==> config.mk <==
export PLATFORM = sky130hd
export DESIGN_NAME = count_record_stream_validator_top
export DESIGN_NICKNAME = d
export VERILOG_FILES = /design/src/hdl/crsv_pkg.sv /design/src/hdl/crsv_front.sv /design/src/hdl/crsv_queue.sv /design/src/hdl/crsv_back.sv /design/src/hdl/count_record_stream_validator_top.sv
export SDC_FILE = /design/constraint.sdc
export NUM_CORES = 1
export LEC_CHECK = 0
export ABC_CLOCK_PERIOD_IN_PS = 3100
export BUFFER_PORTS_ARGS = -buffer_cell sky130_fd_sc_hd__buf_2
export CORE_MARGIN = 3
export CORE_UTILIZATION = 45
export CTS_CLUSTER_DIAMETER = 60
export DETAILED_ROUTE_END_ITERATION = 7
export MAX_ROUTING_LAYER = met4
export PLACE_DENSITY = 0.66
export SYNTH_ARGS = -nofsm -noshare
export SYNTH_HDL_FRONTEND = slang
export SYNTH_HIERARCHICAL = 1
export SYNTH_SLANG_ARGS = --single-unit
==> constraint.sdc <==
create_clock -name clk -period 3.1 [get_ports clk]
set_input_delay 0.93 -clock clk [delete_from_list [all_inputs] [get_ports clk]]
set_output_delay 0.93 -clock clk [all_outputs]
set_load 0.01 [all_outputs]
==> src/hdl/crsv_pkg.sv <==
// Shared types and constants for the count record stream validator.
// Used by every module of the block; depends on nothing.
package crsv_pkg;

  localparam int FIELD_LIMIT = 64;
  localparam int RECORD_MAX  = 255;
  localparam int FC_MAX      = 127;
  localparam int FC_W        = 7;
  localparam int LEN_W       = 8;

  localparam int QUEUE_DEPTH = 4;
  localparam int QUEUE_AW    = $clog2(QUEUE_DEPTH);
  localparam int QUEUE_CW    = $clog2(QUEUE_DEPTH + 1);

  localparam int CFG_IDX_W  = 2;
  localparam int CFG_DATA_W = 6;
  localparam int DIGITS_W   = 5;
  localparam int LEAD_W     = 6;

  localparam logic [CFG_IDX_W-1:0] CFG_STAMP_DIGITS = 2'd0;
  localparam logic [CFG_IDX_W-1:0] CFG_STAMP_LEAD   = 2'd1;

  localparam logic [DIGITS_W-1:0] DIGITS_RESET = 5'd10;
  localparam logic [LEAD_W-1:0]   LEAD_RESET   = 6'd49;

  localparam logic [7:0] CH_LBRACE = 8'h7B;
  localparam logic [7:0] CH_RBRACE = 8'h7D;
  localparam logic [7:0] CH_COMMA  = 8'h2C;
  localparam logic [7:0] CH_DOT    = 8'h2E;
  localparam logic [7:0] CH_ZERO   = 8'h30;
  localparam logic [7:0] CH_NINE   = 8'h39;
  localparam logic [7:0] CH_C      = 8'h63;
  localparam logic [7:0] CH_T      = 8'h74;
  localparam logic [7:0] CH_EQ     = 8'h3D;
  localparam logic [7:0] CH_MINUS  = 8'h2D;

  typedef enum logic [3:0] {
    CLS_OTHER,
    CLS_LBRACE,
    CLS_RBRACE,
    CLS_COMMA,
    CLS_DOT,
    CLS_DIGIT,
    CLS_C,
    CLS_T,
    CLS_EQ,
    CLS_MINUS
  } cls_t;

  typedef enum logic [2:0] {
    PH_START,
    PH_STAMP,
    PH_COUNT,
    PH_TICK,
    PH_DONE
  } phase_t;

  typedef struct packed {
    logic [7:0] ch;
    logic       last;
  } in_t;

  typedef struct packed {
    logic             valid_res;
    logic [LEN_W-1:0] record_length;
  } out_t;

  typedef struct packed {
    cls_t cls;
    logic lead;
    logic last;
  } q_item_t;

  typedef struct packed {
    logic    push;
    q_item_t item;
  } q_push_t;

  typedef struct packed {
    logic                valid;
    logic                full;
    logic [QUEUE_CW-1:0] count;
  } q_stat_t;

  typedef struct packed {
    logic [DIGITS_W-1:0] stamp_digits;
  } cfg_t;

endpackage

==> src/hdl/crsv_front.sv <==
// Front end: configuration registers and byte classification.
// Depends on crsv_pkg; feeds crsv_queue and passes settings to crsv_back.
module crsv_front (
  input  logic                             clk,
  input  logic                             rst_n,
  input  logic                             in_valid,
  input  logic                             q_full,
  input  crsv_pkg::in_t                    in_data,
  input  logic                             cfg_we,
  input  logic [crsv_pkg::CFG_IDX_W-1:0]   cfg_index,
  input  logic [crsv_pkg::CFG_DATA_W-1:0]  cfg_wdata,
  output crsv_pkg::q_push_t                q_push,
  output crsv_pkg::cfg_t                   cfg
);

  logic [crsv_pkg::DIGITS_W-1:0] digits_r;
  logic [crsv_pkg::LEAD_W-1:0]   lead_r;
  crsv_pkg::cls_t                cls;

  always_ff @(posedge clk) begin
    if (!rst_n) begin
      digits_r <= crsv_pkg::DIGITS_RESET;
      lead_r   <= crsv_pkg::LEAD_RESET;
    end else if (cfg_we) begin
      case (cfg_index)
        crsv_pkg::CFG_STAMP_DIGITS: digits_r <= cfg_wdata[crsv_pkg::DIGITS_W-1:0];
        crsv_pkg::CFG_STAMP_LEAD:   lead_r   <= cfg_wdata[crsv_pkg::LEAD_W-1:0];
        default: ;
      endcase
    end
  end

  always_comb begin
    case (in_data.ch)
      crsv_pkg::CH_LBRACE: cls = crsv_pkg::CLS_LBRACE;
      crsv_pkg::CH_RBRACE: cls = crsv_pkg::CLS_RBRACE;
      crsv_pkg::CH_COMMA:  cls = crsv_pkg::CLS_COMMA;
      crsv_pkg::CH_DOT:    cls = crsv_pkg::CLS_DOT;
      crsv_pkg::CH_C:      cls = crsv_pkg::CLS_C;
      crsv_pkg::CH_T:      cls = crsv_pkg::CLS_T;
      crsv_pkg::CH_EQ:     cls = crsv_pkg::CLS_EQ;
      crsv_pkg::CH_MINUS:  cls = crsv_pkg::CLS_MINUS;
      default: begin
        if (in_data.ch >= crsv_pkg::CH_ZERO && in_data.ch <= crsv_pkg::CH_NINE) begin
          cls = crsv_pkg::CLS_DIGIT;
        end else begin
          cls = crsv_pkg::CLS_OTHER;
        end
      end
    endcase
  end

  assign q_push.push      = in_valid && !q_full;
  assign q_push.item.cls  = cls;
  assign q_push.item.lead = (in_data.ch == {2'b00, lead_r});
  assign q_push.item.last = in_data.last;
  assign cfg.stamp_digits = digits_r;

endmodule

==> src/hdl/crsv_queue.sv <==
// Short queue of classified bytes between the front and back ends.
// Depends on crsv_pkg.
module crsv_queue (
  input  logic                clk,
  input  logic                rst_n,
  input  crsv_pkg::q_push_t   q_push,
  input  logic                pop,
  output crsv_pkg::q_item_t   q_head,
  output crsv_pkg::q_stat_t   q_stat
);

  crsv_pkg::q_item_t                 mem_r [crsv_pkg::QUEUE_DEPTH];
  logic [crsv_pkg::QUEUE_AW-1:0]     wr_ptr_r;
  logic [crsv_pkg::QUEUE_AW-1:0]     rd_ptr_r;
  logic [crsv_pkg::QUEUE_CW-1:0]     count_r;
  logic                              do_pop;

  assign do_pop = pop && (count_r != '0);

  always_ff @(posedge clk) begin
    if (q_push.push) begin
      mem_r[wr_ptr_r] <= q_push.item;
    end
  end

  always_ff @(posedge clk) begin
    if (!rst_n) begin
      wr_ptr_r <= '0;
      rd_ptr_r <= '0;
      count_r  <= '0;
    end else begin
      if (q_push.push) begin
        wr_ptr_r <= wr_ptr_r + 1'b1;
      end
      if (do_pop) begin
        rd_ptr_r <= rd_ptr_r + 1'b1;
      end
      case ({q_push.push, do_pop})
        2'b10:   count_r <= count_r + 1'b1;
        2'b01:   count_r <= count_r - 1'b1;
        default: count_r <= count_r;
      endcase
    end
  end

  assign q_head       = mem_r[rd_ptr_r];
  assign q_stat.valid = (count_r != '0);
  assign q_stat.full  = (count_r == crsv_pkg::QUEUE_CW'(crsv_pkg::QUEUE_DEPTH));
  assign q_stat.count = count_r;

endmodule

==> src/hdl/crsv_back.sv <==
// Back end: record parser, counters and the output register.
// Depends on crsv_pkg; drains crsv_queue.
module crsv_back (
  input  logic                clk,
  input  logic                rst_n,
  input  crsv_pkg::q_item_t   q_head,
  input  crsv_pkg::q_stat_t   q_stat,
  input  crsv_pkg::cfg_t      cfg,
  input  logic                out_stall,
  output logic                pop,
  output logic                out_valid,
  output crsv_pkg::out_t      out_data
);

  crsv_pkg::phase_t               phase_r, phase_nxt;
  logic [crsv_pkg::FC_W-1:0]      fc_r, fc_nxt;
  logic [crsv_pkg::LEN_W-1:0]     len_r, len_nxt;
  logic                           bad_r, bad_nxt;
  logic                           open_r, open_nxt;
  logic                           out_valid_r;
  crsv_pkg::out_t                 out_r;
  logic                           emit;
  logic                           is_dot;
  logic                           ok;
  crsv_pkg::cls_t                 term, tag;

  assign pop    = q_stat.valid && (!out_valid_r || !out_stall);
  assign is_dot = (q_head.cls == crsv_pkg::CLS_DOT);

  always_comb begin
    phase_nxt = phase_r;
    fc_nxt    = fc_r;
    len_nxt   = len_r;
    bad_nxt   = bad_r;
    open_nxt  = open_r;
    ok        = 1'b0;
    term      = (phase_r == crsv_pkg::PH_COUNT) ? crsv_pkg::CLS_COMMA : crsv_pkg::CLS_RBRACE;
    tag       = (phase_r == crsv_pkg::PH_COUNT) ? crsv_pkg::CLS_C : crsv_pkg::CLS_T;
    if (!is_dot) begin
      open_nxt = 1'b1;
      if (len_r != crsv_pkg::LEN_W'(crsv_pkg::RECORD_MAX)) begin
        len_nxt = len_r + 1'b1;
      end
      if (!bad_r) begin
        case (phase_r)
          crsv_pkg::PH_START: begin
            if (q_head.cls == crsv_pkg::CLS_LBRACE) begin
              phase_nxt = crsv_pkg::PH_STAMP;
              fc_nxt    = '0;
            end else begin
              bad_nxt = 1'b1;
            end
          end
          crsv_pkg::PH_STAMP: begin
            if (q_head.cls == crsv_pkg::CLS_COMMA) begin
              if (fc_r == '0 || fc_r != {2'b00, cfg.stamp_digits} ||
                  fc_r >= crsv_pkg::FC_W'(crsv_pkg::FIELD_LIMIT)) begin
                bad_nxt = 1'b1;
              end else begin
                phase_nxt = crsv_pkg::PH_COUNT;
                fc_nxt    = '0;
              end
            end else if (q_head.cls != crsv_pkg::CLS_DIGIT || (fc_r == '0 && !q_head.lead)) begin
              bad_nxt = 1'b1;
            end else if (fc_r != crsv_pkg::FC_W'(crsv_pkg::FC_MAX)) begin
              fc_nxt = fc_r + 1'b1;
            end
          end
          crsv_pkg::PH_COUNT, crsv_pkg::PH_TICK: begin
            if (q_head.cls == term) begin
              if (fc_r < crsv_pkg::FC_W'(3) ||
                  fc_r >= crsv_pkg::FC_W'(crsv_pkg::FIELD_LIMIT)) begin
                bad_nxt = 1'b1;
              end else begin
                phase_nxt = (phase_r == crsv_pkg::PH_COUNT) ? crsv_pkg::PH_TICK
                                                             : crsv_pkg::PH_DONE;
                fc_nxt    = '0;
              end
            end else begin
              if (fc_r == crsv_pkg::FC_W'(0)) begin
                ok = (q_head.cls == tag);
              end else if (fc_r == crsv_pkg::FC_W'(1)) begin
                ok = (q_head.cls == crsv_pkg::CLS_EQ);
              end else begin
                ok = (q_head.cls == crsv_pkg::CLS_DIGIT) ||
                     (fc_r == crsv_pkg::FC_W'(2) && q_head.cls == crsv_pkg::CLS_MINUS);
              end
              if (!ok) begin
                bad_nxt = 1'b1;
              end else if (fc_r != crsv_pkg::FC_W'(crsv_pkg::FC_MAX)) begin
                fc_nxt = fc_r + 1'b1;
              end
            end
          end
          default: bad_nxt = 1'b1;
        endcase
      end
    end
    emit = (is_dot || q_head.last) && open_nxt;
  end

  always_ff @(posedge clk) begin
    if (!rst_n) begin
      phase_r     <= crsv_pkg::PH_START;
      fc_r        <= '0;
      len_r       <= '0;
      bad_r       <= 1'b0;
      open_r      <= 1'b0;
      out_valid_r <= 1'b0;
    end else begin
      if (pop) begin
        if (emit) begin
          phase_r <= crsv_pkg::PH_START;
          fc_r    <= '0;
          len_r   <= '0;
          bad_r   <= 1'b0;
          open_r  <= 1'b0;
        end else begin
          phase_r <= phase_nxt;
          fc_r    <= fc_nxt;
          len_r   <= len_nxt;
          bad_r   <= bad_nxt;
          open_r  <= open_nxt;
        end
      end
      if (pop && emit) begin
        out_valid_r <= 1'b1;
      end else if (!out_stall) begin
        out_valid_r <= 1'b0;
      end
    end
  end

  always_ff @(posedge clk) begin
    if (pop && emit) begin
      out_r.valid_res     <= !bad_nxt && (phase_nxt == crsv_pkg::PH_DONE);
      out_r.record_length <= len_nxt;
    end
  end

  assign out_valid = out_valid_r;
  assign out_data  = out_r;

endmodule

==> src/hdl/count_record_stream_validator_top.sv <==
// Top level of the count record stream validator.
// Depends on crsv_pkg, crsv_front, crsv_queue and crsv_back.
//
// Bytes arrive on the in_ channel (in_valid, in_stall, in_data) and a
// transfer takes place at each clock edge where in_valid is high and
// in_stall is low. Each non-empty record, closed by a '.' or by the byte
// marked last, yields one verdict transfer on the out_ channel with the
// record length. Settings are written through cfg_we, cfg_index and
// cfg_wdata; the user must write them only while no record is in flight;
// the block does not enforce this. One byte is taken every cycle while the
// queue is not full; the back-end parser handles one queued byte per cycle
// while the queue holds bytes and the output is not stalled. Each verdict
// is held in the output register, which drives out_valid.
// A four-entry queue separates the classifier from the parser, so the input
// can take up to four more bytes while a verdict waits in the output
// register. When the receiver stalls, the verdict holds, the parser stops
// and in_stall rises once the queue fills.
// Reset empties the queue, clears the parser state and the output valid flag
// and restores the default settings.
module count_record_stream_validator_top (
  input  logic                             clk,
  input  logic                             rst_n,
  input  logic                             in_valid,
  output logic                             in_stall,
  input  crsv_pkg::in_t                    in_data,
  output logic                             out_valid,
  input  logic                             out_stall,
  output crsv_pkg::out_t                   out_data,
  input  logic                             cfg_we,
  input  logic [crsv_pkg::CFG_IDX_W-1:0]   cfg_index,
  input  logic [crsv_pkg::CFG_DATA_W-1:0]  cfg_wdata
);

  crsv_pkg::q_push_t  q_push;
  crsv_pkg::q_item_t  q_head;
  crsv_pkg::q_stat_t  q_stat;
  crsv_pkg::cfg_t     cfg;
  logic               pop;

  crsv_front u_front (
    .clk       (clk),
    .rst_n     (rst_n),
    .in_valid  (in_valid),
    .q_full    (q_stat.full),
    .in_data   (in_data),
    .cfg_we    (cfg_we),
    .cfg_index (cfg_index),
    .cfg_wdata (cfg_wdata),
    .q_push    (q_push),
    .cfg       (cfg)
  );

  crsv_queue u_queue (
    .clk    (clk),
    .rst_n  (rst_n),
    .q_push (q_push),
    .pop    (pop),
    .q_head (q_head),
    .q_stat (q_stat)
  );

  crsv_back u_back (
    .clk       (clk),
    .rst_n     (rst_n),
    .q_head    (q_head),
    .q_stat    (q_stat),
    .cfg       (cfg),
    .out_stall (out_stall),
    .pop       (pop),
    .out_valid (out_valid),
    .out_data  (out_data)
  );

  assign in_stall = q_stat.full;

  a_len_nonzero: assert property (@(posedge clk) disable iff (!rst_n)
    out_valid |-> out_data.record_length != '0)
    else $error("verdict carries a zero record length");

  a_count_track: assert property (@(posedge clk) disable iff (!rst_n)
    $past(rst_n) |-> q_stat.count == crsv_pkg::QUEUE_CW'($past(q_stat.count)
      + $past(q_push.push) - ($past(pop) && $past(q_stat.valid))))
    else $error("queue occupancy out of step with transfers");

  a_verdict_source: assert property (@(posedge clk) disable iff (!rst_n)
    $past(rst_n) && $rose(out_valid) |-> $past(pop))
    else $error("verdict raised without a parsed byte");

  a_no_pop_empty: assert property (@(posedge clk) disable iff (!rst_n)
    pop |-> q_stat.count != '0)
    else $error("parser consumed from an empty queue");

endmodule

### Word level (Yosys, flattened, before mapping)

Memories as Yosys holds them, arrays and structs flattened. A register that Yosys moved wholly into a read port is not among the register bits.
Cells that the tools add are included.

* reductions and logical operators: 31
* $add $sub $neg: 6
* multiplexer cells: 55
* equality and inequality tests: 39
* magnitude comparators: 4

Operators by type and width (number)
* $mux W7: 11
* $eq A8 B6 Y1 const B: 4
* $eq A8 B7 Y1 const B: 4
* $pmux W4 S8: 1
* $mux W3: 10
* $mux W1: 24
* $mux W8: 3
* $pmux W7 S3: 1
* $ne A4 B3 Y1 const B: 3
* $logic_and A1 B1 Y1: 9
* $pmux W3 S3: 1
* $reduce_and A9 Y1: 1
* $add A8 B1 Y8 const B: 1
* $eq A4 B3 Y1 const B: 2
* $eq A4 B4 Y1: 2
* $eq A4 B4 Y1 const B: 2
* $eq A8 B6 Y1: 1
* $ge A8 B6 Y1 const B: 1
* $le A8 B6 Y1 const B: 1
* $ne A8 B8 Y1 const B: 1
* $add A7 B1 Y7 const B: 1
* $eq A7 B1 Y1 const B: 1
* $eq A7 B2 Y1 const B: 1
* $ge A7 B7 Y1 const B: 1
* 31 further kinds: 48

* flip-flop bits (word level): 48
* logic and storage cells: 149
* bits in writable memories: 24
* memories kept: 1

Memory list
* u_queue.mem_r: words 4, width 6, rd ports 1, clocked after Yosys merged registers in 1, write ports 1, RTL line crsv_queue.sv:12 `crsv_pkg::q_item_t mem_r [crsv_pkg::QUEUE_DEPTH];`

### Depth between registers and ports, before layout

* depth in word-level cells: 16
* mapped depth: 11
* gate-level depth less buffers: 10

### Hierarchy

Netlist, hierarchy kept.

Modules (own cells, without submodules)
* crsv_back: sequential area each 690.7 um^2, times used 1, area an instance 1881.8 um^2, cells each 208
* crsv_queue: sequential area each 900.9 um^2, times used 1, area an instance 1336.3 um^2, cells each 78
* crsv_front: sequential area each 220.2 um^2, times used 1, area an instance 726.9 um^2, cells each 83

### Worst setup path before layout

OpenSTA, ideal clock, no wires.

* kind: register -> register
* start point: register with a tool-made name
* end point: register u_back/fc_r[2] (netlist bit)
* data required time: 3.021 ns
* clock period less this slack: 3.100 ns
* slack: 0.000 ns
* library setup time: 0.079 ns
* stages on the path, launching flop included: 12
* arrival time: 3.021 ns
* path through: dfxtp_1 buf_2 mux4_2 buf_2 nor4b_4 mux2_2 nand2_1 clkinv_1 a31oi_2 buf_4 nor3_1 a211oi_2

RTL lines
* to (signal assigned): RTL line crsv_back.sv:120 `fc_r <= fc_nxt;`
* to (decl): RTL line crsv_back.sv:16 `logic [crsv_pkg::FC_W-1:0] fc_r, fc_nxt;`

==> metrics.cfg <==
[timing]
hold_ws_ns = 0.494
setup_violations = 0
rsz0062_at_grt = false
fin_crit_sh_pct = 94.4
timing.fmax_mhz = 342
fin_crit_ns = 2.93
maxSlewViolCount = 0
hold_viol_final = 0
fin_ws_ns = 0.174
slew_headroom_pct = 31.7
clock-skew-final_ns = 0.0123
tightest_slew_ns = 1.02

[synthesis]
synth_xor_area_share_pct = 5.33
synthDistinctLibCells = 73
synth-seq-area-share_pct = 45.9
synth_top_area_share_pct = 25.1
synth_mux_area_share_pct = 7.55
synthCells = 369
synth_compound_area_share_pct = 11.9
synth_top_family_by_area = simple AND/OR/NAND/NOR gates
synthAdderAreaFrac_pct = 3.68
syn-cell-area_sq_um = 3950
yosysTopAreaCell = edfxtp_1
synth_edf_count = 33
synthTopCellsByArea = edfxtp_1, dfxtp_1, mux2i_1
synth-main-ff-cell = dfxtp_1
yosysWarningCount = 6
ys_ff_latch = 74
ys_async_sr_fraction_pct = 0
syn_area_per_cell_sq_um = 10.7
synth_nets = 402
yosys.area_share.simple_pct = 21.5

[clock_network]
clock_sinks = 74
clockBufferDepth = 2
numCtsBuffers = 9
cts.reportedPaths.clkPinSlew_ns = 0.08
htree_levels = 3
clk_latency_ns = 0.35
cts_tree = done
clockRootBuffer = clkbuf_8

[layout]
fillCellCount = 754
syn_to_final_growth_pct = 14.1
drive_gt1_share_pct = 20.9
insertedDiodeCount = 0
layout_common_cells = dfxtp_1, edfxtp_1, buf_2
final_common_cell = dfxtp_1
finalNetCount = 445
post-route-util_pct = 53.7
final_cells = 522

[route]
wl_per_cell_um = 14.3
vias = 2879
ant_nets = 0
first_iter_violations = 111
firstDrtPassIters = 4
vias_per_cell = 5.52
drc = 0
wirelength_um = 7470

[die]
start_util_pct = 47.1
core_sq_um = 8380
die_y_um = 99.6
io_pins = 33
rows = 33
die_x_um = 99.6
dieArea_sq_um = 9930

[run_status]
status = finished, final reports clean

[power]
ir_drop_uv = 311
power.leakage_uw = 0.00166
powerDensity_nw_per_um2 = 669
finalPower_uw = 3010

[worst_setup_path]
cpPeakStageDelay_ns = 0.54
crit_family = compound AO/OA/AOI/OAI gates
arrival_ns = 3.20
crit_path_max_fanout = 13
end_kind = flip-flop
startpoint_type = flip-flop
critPathSlowestCell = mux4_2
worstPathCellList = mux4_2, buf_4, nor3b_1, nor3b_1, a221oi_1, o211a_2, a31oi_2, buf_4, or4_1, a21oi_1
path_class = flip-flop to flip-flop
critPathRequiredTime_ns = 3.37
crit_buf_inv = 2

[global_route]
grt_max_degree = 34
first_global_vias = 2772
grt_pass1_wl_um = 12800
grtUsageTotal_pct = 16.4
antenna_found_initial = 0
overflow = 0

[worst_hold_path]
hold_path.class = flip-flop to flip-flop

[placement]
numPortBuffers = 32
place_hpwl_um = 5320
place_ws_ns = -0.0381
gp_congestion = 0.906
dp.cells = 505

[job]
maxCapViolCount = 0

==> final timing paths <==
kind | start | endpoint | slack (ns) | cells after the start
worst max register to register | flip-flop | u_back/fc_r[3] | 0.17 | 10
worst min register to register | u_back/out_valid | u_back/out_valid | 0.49 | 2
worst min-delay path | u_back/out_valid | u_back/out_valid | 0.49 | 2
worst max-delay path | flip-flop | u_back/fc_r[3] | 0.17 | 10
==> cell type report <==
cell class / instances / area (sq um) / share of cell area [%]
well taps: 105 / 131 / 2.92
flip-flops and latches: 74 / 1820 / 40.3
multi-input cells: 259 / 1980 / 44.0
repair buffers: 50 / 295 / 6.56
clock buffers: 11 / 131 / 2.92
inverters: 18 / 67.6 / 1.50
clock inverters: 5 / 78.8 / 1.75
==> metrics by stage <==
step | TNS, ns | cell area, sq um
2_1_floorplan | 0 | 3950
3_3_place_gp | 0 | 4270
3_5_place_dp | -0.0726 | 4270
4_1_cts | 0 | 4480
5_1_grt | 0 | 4500
6_report | 0 | 4500
==> registers in the layout, summed over array words and instances, names as in the netlist, named ones only <==
register          cells
u_queue/mem_r        24
u_back/out_data       9
u_back/len_r          8
u_back/fc_r           7
u_front/lead_r        6
u_front/cfg           5
u_back/phase_r        3
u_queue/count_r       3
u_queue/rd_ptr_r      2
u_queue/wr_ptr_r      2
u_back/bad_r          1
u_back/open_r         1
u_back/out_valid      1
==> worst reg2reg max path: stages, from the launching register on <==
cell,delay [ns]
dfxtp_4,0.40
mux4_2,0.54
buf_4,0.18
nor3b_1,0.15
nor3b_1,0.14
a221oi_1,0.28
o211a_2,0.28
a31oi_2,0.09
buf_4,0.18
or4_1,0.47
a21oi_1,0.15
==> cells by family after synthesis <==
family | Yosys count
AND/OR/NAND/NOR | 136
AO/OA/AOI/OAI | 66
adder cells (fa/ha/maj) | 11
flip-flops | 74
multiplexers | 22
buffers and inverters | 36
XOR/XNOR | 24
==> power breakdown <==
| part | leakage, uW | switching (uW) | internal (uW) |
|---|---|---|---|
| Combinational | 0.000901 | 533 | 420 |
| Sequential | 0.000650 | 79.5 | 1170 |
| Clock | 0.000107 | 352 | 453 |
==> layer usage <==
| metal | GRT usage (%) | vias up | wire length, um |
|---|---|---|---|
| li1 | - | 1441 | - |
| met1 | 20.7 | 1369 | 3510 |
| met2 | 26.0 | 62 | 3570 |
| met3 | 4.21 | 7 | 315 |
| met4 | 5.15 | 0 | 85 |
| met5 | - | - | 0 |
==> synthesized netlist by cell type, types with 3 or more instances <==
cell / n
or3_1: 5
xnor2_1: 12
nand2_1: 23
and3_1: 3
nor2b_1: 22
nor4_1: 6
mux2i_1: 14
o31ai_1: 4
edfxtp_1: 33
or4_1: 3
xor2_1: 12
and2_1: 10
a21oi_1: 14
ha_1: 10
mux4_2: 6
a22oi_1: 8
inv_1: 17
nor2_1: 12
nand3_1: 6
clkbuf_1: 10
nand4_1: 6
buf_2: 4
o211ai_1: 3
nor3b_1: 7
o21ai_0: 9
dfxtp_1: 41
nor3_1: 8
nand2b_1: 4
==> repair_timing <==
item / in CTS / in global routing
resized for setup: 1 / 4
endpoints found under the setup margin: 3 / 4
hold buffers: 0 / 0
buffers inserted: 0 / 1
pin swaps: 0 / 1
gates cloned: 0 / 0
No activity file was read; power rests on OpenSTA's default activity.
